$ cat src/design/bmsh_pkg.sv
// Shared types and constants for the button matrix scanner with sample history.
// Used by bmsh_lane, bmsh_merge and button_matrix_scan_history.
`default_nettype none

package bmsh_pkg;

	// Fixed field widths of the scan and result beats
	localparam int COL_W   = 3;
	localparam int ROW_W   = 8;
	localparam int IDX_W   = 7;
	localparam int IDX_X_W = IDX_W + 1;
	localparam int CNT_W   = 5;
	localparam int HIST_W  = 16;

	typedef enum logic [0:0] {
		OP_SCAN = 1'b0,
		OP_READ = 1'b1
	} op_t;

	// What one row lane reports for a read beat (all zero when it holds no hit)
	typedef struct packed {
		logic              fresh;
		logic [CNT_W-1:0]  count;
		logic [HIST_W-1:0] history;
	} lane_result_t;

	// One result beat
	typedef struct packed {
		logic [COL_W-1:0]  column_scanned;
		logic              fresh_valid;
		logic [CNT_W-1:0]  sample_count;
		logic [HIST_W-1:0] history_bits;
	} out_beat_t;

endpackage

`default_nettype wire

$ cat src/design/button_matrix_scan_history.sv
// Button matrix scanner with per-input sample history (top level).
// Depends on bmsh_pkg, bmsh_lane and bmsh_merge.
//
// Usage:
//   Input channel (in_valid / in_stall) carries scan and read beats. A scan
//   beat brings the active-low row levels of the column held by the internal
//   column counter; every row lane shifts its pressed bit into that column's
//   history word and bumps its saturating sample count, then the counter
//   advances with wrap. A read beat names one input and returns its history
//   and count, and clears the count.
//   Output channel (out_valid / out_stall) returns exactly one beat per
//   input beat, in order.
//   An accepted beat is registered in the output register. Throughput: one
//   beat per cycle unless the output stalls; all row lanes update in the same cycle.
//   A stalled output holds in the output register; one further beat lands
//   in a skid register, after which in_stall rises until the output drains.
//   Reset clears every history word, every count and the column counter;
//   beats are accepted as soon as reset is released.
`default_nettype none

module button_matrix_scan_history #(
	parameter int COLUMNS       = 8,
	parameter int ROWS          = 8,
	parameter int INPUTS        = 64,
	parameter int MAX_COUNT     = 16,
	parameter int HISTORY_WIDTH = 16
) (
	input  wire logic                          clk,
	input  wire logic                          arst_n,
	input  wire logic                          in_valid,
	output logic                               in_stall,
	input  wire logic                          operation,
	input  wire logic [bmsh_pkg::ROW_W-1:0]    row_levels,
	input  wire logic [bmsh_pkg::IDX_W-1:0]    input_index,
	output logic                               out_valid,
	input  wire logic                          out_stall,
	output logic [bmsh_pkg::COL_W-1:0]         column_scanned,
	output logic                               fresh_valid,
	output logic [bmsh_pkg::CNT_W-1:0]         sample_count,
	output logic [bmsh_pkg::HIST_W-1:0]        history_bits
);

	logic                          accept;
	logic                          take;
	bmsh_pkg::op_t                 op;
	logic [bmsh_pkg::COL_W-1:0]    col_q;
	logic [bmsh_pkg::COL_W:0]      col_inc;
	bmsh_pkg::lane_result_t        lane_res [ROWS];
	bmsh_pkg::out_beat_t           beat;
	logic                          main_valid_q;
	bmsh_pkg::out_beat_t           main_q;
	logic                          skid_valid_q;
	bmsh_pkg::out_beat_t           skid_q;

	assign op       = bmsh_pkg::op_t'(operation);
	assign in_stall = skid_valid_q;
	assign accept   = in_valid && !skid_valid_q;
	assign take     = main_valid_q && !out_stall;
	assign col_inc  = {1'b0, col_q} + (bmsh_pkg::COL_W + 1)'(1);

	// Advance the column counter on every scan beat, wrapping at the last column
	always_ff @(posedge clk or negedge arst_n) begin
		if (!arst_n) begin
			col_q <= '0;
		end else if (accept && (op == bmsh_pkg::OP_SCAN)) begin
			if (col_inc >= (bmsh_pkg::COL_W + 1)'(COLUMNS)) begin
				col_q <= '0;
			end else begin
				col_q <= col_inc[bmsh_pkg::COL_W-1:0];
			end
		end
	end

	// One lane per matrix row
	for (genvar l = 0; l < ROWS; l++) begin : g_lane
		bmsh_lane #(
			.COLUMNS       (COLUMNS),
			.ROWS          (ROWS),
			.INPUTS        (INPUTS),
			.MAX_COUNT     (MAX_COUNT),
			.HISTORY_WIDTH (HISTORY_WIDTH),
			.LANE          (l)
		) u_lane (
			.clk         (clk),
			.arst_n      (arst_n),
			.beat_en     (accept),
			.operation   (op),
			.row_level   (row_levels[l]),
			.column      (col_q),
			.input_index (input_index),
			.result      (lane_res[l])
		);
	end

	bmsh_merge #(
		.ROWS (ROWS)
	) u_merge (
		.operation (op),
		.column    (col_q),
		.lanes     (lane_res),
		.beat      (beat)
	);

	// Output register plus skid stage: hold while stalled, drain skid first
	always_ff @(posedge clk or negedge arst_n) begin
		if (!arst_n) begin
			main_valid_q <= 1'b0;
			skid_valid_q <= 1'b0;
		end else begin
			if (take) begin
				if (skid_valid_q) begin
					main_valid_q <= 1'b1;
					skid_valid_q <= 1'b0;
				end else begin
					main_valid_q <= accept;
				end
			end else if (!main_valid_q) begin
				main_valid_q <= accept;
			end else if (accept) begin
				skid_valid_q <= 1'b1;
			end
		end
	end

	// Payload registers carry no reset
	always_ff @(posedge clk) begin
		if (take) begin
			if (skid_valid_q) begin
				main_q <= skid_q;
			end else if (accept) begin
				main_q <= beat;
			end
		end else if (!main_valid_q) begin
			if (accept) begin
				main_q <= beat;
			end
		end else if (accept) begin
			skid_q <= beat;
		end
	end

	assign out_valid      = main_valid_q;
	assign column_scanned = main_q.column_scanned;
	assign fresh_valid    = main_q.fresh_valid;
	assign sample_count   = main_q.sample_count;
	assign history_bits   = main_q.history_bits;

endmodule

`default_nettype wire

$ cat src/design/bmsh_lane.sv
// One row lane: history and sample count for the inputs of a single matrix row,
// one entry per column. Depends on bmsh_pkg.
`default_nettype none

module bmsh_lane #(
	parameter int COLUMNS       = 8,
	parameter int ROWS          = 8,
	parameter int INPUTS        = 64,
	parameter int MAX_COUNT     = 16,
	parameter int HISTORY_WIDTH = 16,
	parameter int LANE          = 0
) (
	input  wire logic                       clk,
	input  wire logic                       arst_n,
	input  wire logic                       beat_en,
	input  wire bmsh_pkg::op_t              operation,
	input  wire logic                       row_level,
	input  wire logic [bmsh_pkg::COL_W-1:0] column,
	input  wire logic [bmsh_pkg::IDX_W-1:0] input_index,
	output bmsh_pkg::lane_result_t          result
);

	localparam int BASE = (ROWS - 1 - LANE) * COLUMNS;
	localparam int CIW  = (COLUMNS > 1) ? $clog2(COLUMNS) : 1;
	localparam int CW   = $clog2(MAX_COUNT + 1);
	localparam logic [CW-1:0] MAX_CNT = CW'(MAX_COUNT);

	logic [HISTORY_WIDTH-1:0] hist_q [COLUMNS];
	logic [CW-1:0]            cnt_q  [COLUMNS];

	logic [bmsh_pkg::IDX_X_W-1:0] idx_x;
	logic [bmsh_pkg::IDX_X_W-1:0] offset;
	logic [CIW-1:0]               rd_sel;
	logic [CIW-1:0]               wr_sel;
	logic                         hit;
	logic                         scan;
	logic                         pressed;
	logic [CW-1:0]                cnt_rd;
	logic [HISTORY_WIDTH-1:0]     hist_rd;
	logic [CW+bmsh_pkg::CNT_W-1:0]             cnt_x;
	logic [HISTORY_WIDTH+bmsh_pkg::HIST_W-1:0] hist_x;

	// Decode which entry a read addresses and whether this lane owns it
	always_comb begin
		idx_x   = {1'b0, input_index};
		offset  = idx_x - bmsh_pkg::IDX_X_W'(BASE);
		rd_sel  = offset[CIW-1:0];
		wr_sel  = column[CIW-1:0];
		scan    = (operation == bmsh_pkg::OP_SCAN);
		pressed = ~row_level;
		hit     = (operation == bmsh_pkg::OP_READ)
			&& (idx_x >= bmsh_pkg::IDX_X_W'(BASE))
			&& (idx_x < bmsh_pkg::IDX_X_W'(BASE + COLUMNS))
			&& (idx_x < bmsh_pkg::IDX_X_W'(INPUTS));
	end

	// Per-entry storage; entries whose input number falls outside the store stay zero
	for (genvar c = 0; c < COLUMNS; c++) begin : g_entry
		if (BASE + c < INPUTS) begin : g_live
			always_ff @(posedge clk or negedge arst_n) begin
				if (!arst_n) begin
					hist_q[c] <= '0;
					cnt_q[c]  <= '0;
				end else if (beat_en) begin
					if (scan && (wr_sel == CIW'(c))) begin
						hist_q[c] <= HISTORY_WIDTH'({hist_q[c], pressed});
						if (cnt_q[c] < MAX_CNT) begin
							cnt_q[c] <= cnt_q[c] + CW'(1);
						end else begin
							cnt_q[c] <= MAX_CNT;
						end
					end else if (hit && (rd_sel == CIW'(c))) begin
						cnt_q[c] <= '0;
					end
				end
			end
		end else begin : g_dead
			assign hist_q[c] = '0;
			assign cnt_q[c]  = '0;
		end
	end

	// Read the addressed entry and fit it to the result field widths
	always_comb begin
		cnt_rd  = cnt_q[rd_sel];
		hist_rd = hist_q[rd_sel];
		cnt_x   = {{bmsh_pkg::CNT_W{1'b0}}, cnt_rd};
		hist_x  = {{bmsh_pkg::HIST_W{1'b0}}, hist_rd};
		result  = '0;
		if (hit) begin
			result.fresh   = (cnt_rd != '0);
			result.count   = cnt_x[bmsh_pkg::CNT_W-1:0];
			result.history = hist_x[bmsh_pkg::HIST_W-1:0];
		end
	end

endmodule

`default_nettype wire

$ cat src/design/bmsh_merge.sv
// Merge stage: combines the row lane reports into one result beat.
// Depends on bmsh_pkg.
`default_nettype none

module bmsh_merge #(
	parameter int ROWS = 8
) (
	input  wire bmsh_pkg::op_t                 operation,
	input  wire logic [bmsh_pkg::COL_W-1:0]    column,
	input  wire bmsh_pkg::lane_result_t        lanes [ROWS],
	output bmsh_pkg::out_beat_t                beat
);

	bmsh_pkg::lane_result_t merged;

	// OR the lanes together; at most one lane reports a hit
	always_comb begin
		merged = '0;
		for (int l = 0; l < ROWS; l++) begin
			merged = merged | lanes[l];
		end
		beat                = '0;
		beat.fresh_valid    = merged.fresh;
		beat.sample_count   = merged.count;
		beat.history_bits   = merged.history;
		if (operation == bmsh_pkg::OP_SCAN) begin
			beat.column_scanned = column;
		end
	end

endmodule

`default_nettype wire

$ cat config.mk
export PLATFORM = sky130hd
export DESIGN_NAME = button_matrix_scan_history
export DESIGN_NICKNAME = d
export VERILOG_FILES = /design/src/design/bmsh_pkg.sv /design/src/design/button_matrix_scan_history.sv /design/src/design/bmsh_lane.sv /design/src/design/bmsh_merge.sv
export SDC_FILE = /design/constraint.sdc
export NUM_CORES = 2
export LEC_CHECK = 0
export ABC_AREA = 1
export BUFFER_PORTS_ARGS = -buffer_cell sky130_fd_sc_hd__buf_2
export CAP_MARGIN = 20
export CORE_ASPECT_RATIO = 1.2
export CORE_MARGIN = 5
export CORE_UTILIZATION = 58
export DETAILED_ROUTE_END_ITERATION = 10
export GPL_ROUTABILITY_DRIVEN = 0
export PLACE_DENSITY_LB_ADDON = 0.15
export SYNTH_ARGS = -nofsm -noshare
export SYNTH_HDL_FRONTEND = slang
export SYNTH_SLANG_ARGS = --single-unit
export TNS_END_PERCENT = 10
$ cat constraint.sdc
create_clock -name clk -period 2.45 [get_ports clk]
set_clock_uncertainty 0.15 [all_clocks]
set_input_delay 0.1225 -clock clk [delete_from_list [all_inputs] [get_ports clk]]
set_output_delay 0.1225 -clock clk [all_outputs]
set_load 0.01 [all_outputs]
==> impl_metrics.json <==
{
  "clock_latency_ps": 790,
  "tightest_slew_ps": 729,
  "drt-wirelength-per-cell_um": 21.3,
  "dp_cells": 9670,
  "critPathKind": "in2reg",
  "synth_area_leaders": "dfrtp_1, nand2_1, o21ai_0",
  "die-area_um2": 121000,
  "syn-num-nets": 8270,
  "fmax_ghz": 0.419,
  "clock-sinks": 1399,
  "slew_viol_final": 0,
  "root_buffer": "clkbuf_16",
  "p_comb_share_pct": 24.6,
  "vias": 58421,
  "viasPerCell": 5.87,
  "synth_area_leader_cell": "dfrtp_1",
  "rrSetupSlack_ps": 110,
  "endpoint_kind": "flip-flop",
  "post-place-ws_ps": -218,
  "port_buffers": 46,
  "fin_crit_ps": 2390,
  "cts_buffers": 143,
  "cts_buffer_depth": 3,
  "slowest_stage": "dlygate4sd3_1",
  "overflow": 0,
  "dpl.hpwl_um": 144000,
  "hold_path_class": "in2reg",
  "yosysMostFrequentCell": "nand2_1",
  "critPathLaunchType": "primary input",
  "worstPathMaxFanout": 14,
  "synth_top_cell_area_share_pct": 51.0,
  "finish.instance_area_um2": 76000,
  "p_sw_share_pct": 34.6,
  "slowest_delay_ps": 540,
  "status": "finished clean",
  "drc_errors": 0,
  "maxUsedRoutingLayer": "met5",
  "setup_viol": 0,
  "worst_slack_ps": 62.8,
  "wl_met2_um": 96400,
  "synth.cell_area_um2": 66200,
  "firstDrtPassIters": 6,
  "path_cells": "dlygate4sd3_1, buf_2, nor2_1, inv_1, nor2_1, nand2_1, inv_2, nand3_1, nand2_1, nor2_1, buf_4, nand2_1, o21bai_1, inv_1",
  "core-area_um2": 113000,
  "grt_first_pass_wirelength_um": 333000,
  "core.rowCount": 135,
  "power_density_nw_per_um2": 1010,
  "initial_core_util_pct": 58.5,
  "synth.avg_cell_area_um2": 8.09,
  "p_total_w": 0.0765,
  "ys_ff_latch": 1399,
  "synthCells": 8180,
  "fill_cells": 9467,
  "track_usage_pct": 34.8,
  "yosys_warnings": 0,
  "fin_nets": 8421,
  "die_x_um": 318,
  "area_growth_pct": 14.8,
  "finalCritPeriodShare_pct": 97.4,
  "drt-initial-drc-count": 6246,
  "synth_commonest_cells": "nand2_1, dfrtp_1, o21ai_0",
  "cts_tree": "done",
  "drt-met1-wl_um": 80400,
  "first_global_vias": 58733,
  "vdd_drop_max_mv": 0.795,
  "cp_data_required_time_ps": 2950,
  "rsz0062_at_grt": "false",
  "place_area_um2": 71200,
  "met3_wirelength_um": 16000,
  "routed_wl_um": 212000,
  "path_clk_slew_ps": 60,
  "arrival_ps": 2890,
  "pin_count": 47,
  "internal_power_w": 0.0500,
  "drv_cap": 0,
  "p_sw_w": 0.0265,
  "grt_antenna_before_repair": 5,
  "clkPwrFrac_pct": 28.3,
  "synthArstFlopShare_pct": 96.4,
  "antenna_left": 0,
  "ys.flop_type": "dfrtp_1",
  "timing.setup.tns_ps": 0,
  "synth-edff-count": 50,
  "p_seq_share_pct": 47.1,
  "grt_start_max_net_pins": 126,
  "synth.distinct_cells": 44,
  "final-instance-count-excl-fill": 9945,
  "synth_seq_area_share_pct": 53.3,
  "slew_headroom_pct": 51.4,
  "drive_gt1_share_pct": 8.35,
  "htreeDepth": 4,
  "die_h_um": 380,
  "power_leakage_nw": 36.9,
  "hold_violations": 0
}
==> path summary, 6_finish.rpt <==
kind,cells after the start,startpoint,endpoint
setup / recovery,14,input_index[6],history_bits[13]
hold / removal,3,row_levels[6],g_lane[6].u_lane.hist_q[0]
setup reg to reg,9,col_q[1],g_lane[4].u_lane.cnt_q[31]
hold reg to reg,2,g_lane[4].u_lane.hist_q[65],g_lane[4].u_lane.hist_q[66]
max in group asynchronous,4,arst_n,g_lane[4].u_lane.hist_q[114]
min in group asynchronous,4,arst_n,g_lane[5].u_lane.cnt_q[7]
==> worst max-delay path, delay by kind of cell <==
kind / cells / cell delay, ps
compound gates: 1 / 80
simple gates: 7 / 1350
buf+inv: 6 / 1310
==> kinds of logic (layout without fill, tap and decap cells) <==
group / Yosys count / after routing / share of synthesized area [%]
flip-flops: 1399 / 1399 / 53.3
AO/OA/AOI/OAI: 1663 / 1663 / 14.5
adder cells (fa/ha/maj): 70 / 70 / 1.32
other: 0 / 2 / 0
XOR/XNOR: 129 / 129 / 1.71
buffers and inverters: 1233 / 1489 / 7.35
AND/OR/NAND/NOR: 3672 / 3672 / 21.7
multiplexers: 14 / 14 / 0.212
==> area by class of cell <==
| class | count | area [um2] | area share, % |
|---|---|---|---|
| Clock buffer | 209 | 4140 | 5.44 |
| Timing Repair Buffer | 473 | 5220 | 6.86 |
| Sequential cell | 1399 | 35300 | 46.4 |
| Clock inverter | 41 | 439 | 0.578 |
| Inverter | 766 | 2900 | 3.82 |
| Antenna cell | 2 | 5.00 | 0.00658 |
| Multi-Input combinational cell | 5548 | 26200 | 34.4 |
| Tap cell | 1507 | 1890 | 2.48 |
==> metrics by stage <==
stage               util (%)  hold WS, ps
CTS                     67.2         3.84
detailed placement      62.9        -72.8
global route            67.2         52.1
floorplan                  -         -323
finish                  67.2         26.2
global placement        62.9        -68.6
==> placed cells by master, fill, tap and decap left out, types with 14 or more instances in the layout <==
| cell | netlist | layout |
|---|---|---|
| o21ai_0 | 990 | 990 |
| nand3_1 | 361 | 361 |
| o22ai_1 | 303 | 303 |
| o21a_1 | 15 | 15 |
| clkinv_2 | 0 | 19 |
| a21oi_1 | 66 | 66 |
| dfrtp_1 | 1349 | 1349 |
| xor2_1 | 62 | 62 |
| ha_1 | 70 | 70 |
| buf_12 | 0 | 137 |
| o21bai_1 | 18 | 18 |
| o2111ai_1 | 147 | 147 |
| clkbuf_8 | 0 | 27 |
| dlygate4sd3_1 | 0 | 22 |
| edfxtp_1 | 50 | 50 |
| o21ai_1 | 64 | 64 |
| inv_1 | 749 | 745 |
| clkbuf_1 | 254 | 37 |
| a32o_1 | 16 | 16 |
| nand2_1 | 2993 | 2981 |
| xnor2_1 | 67 | 67 |
| inv_2 | 15 | 14 |
| mux2i_1 | 14 | 14 |
| a2bb2oi_1 | 14 | 14 |
| buf_2 | 149 | 43 |
| buf_4 | 4 | 270 |
| clkbuf_16 | 0 | 145 |
| nor2_1 | 281 | 278 |
==> timing repair <==
action | in CTS | in global routing
endpoints found under the hold margin | 1518 | 0
gates resized for setup | 0 | 2
setup buffers | 0 | 0
endpoints found under the setup margin | 0 | 3
hold buffers | 23 | 0
==> power groups by stage <==
stage	Clock [W]	Sequential (W)	Combinational [W]
2_1_floorplan	0	0.0345	0.0126
3_3_place_gp	0	0.0360	0.0178
3_5_place_dp	0	0.0362	0.0185
4_1_cts	0.0219	0.0359	0.0187
5_1_grt	0.0228	0.0369	0.0213
6_report	0.0216	0.0360	0.0188
==> flip-flops by register name, indices dropped and copies added, names as in the netlist <==
register	cells
history_bits	16
out_valid	1
g_lane.u_lane.cnt_q	320
g_lane.u_lane.hist_q	1024
fresh_valid	1
sample_count	5
in_stall	1
col_q	3
column_scanned	3
skid_q	25
==> per-layer routing <==
layer	up-vias	GRT usage (%)
li1	26898	-
met1	27921	43.7
met2	2753	55.1
met3	847	5.30
met4	2	25.4
met5	-	0
(Power assumes the default switching activity.)
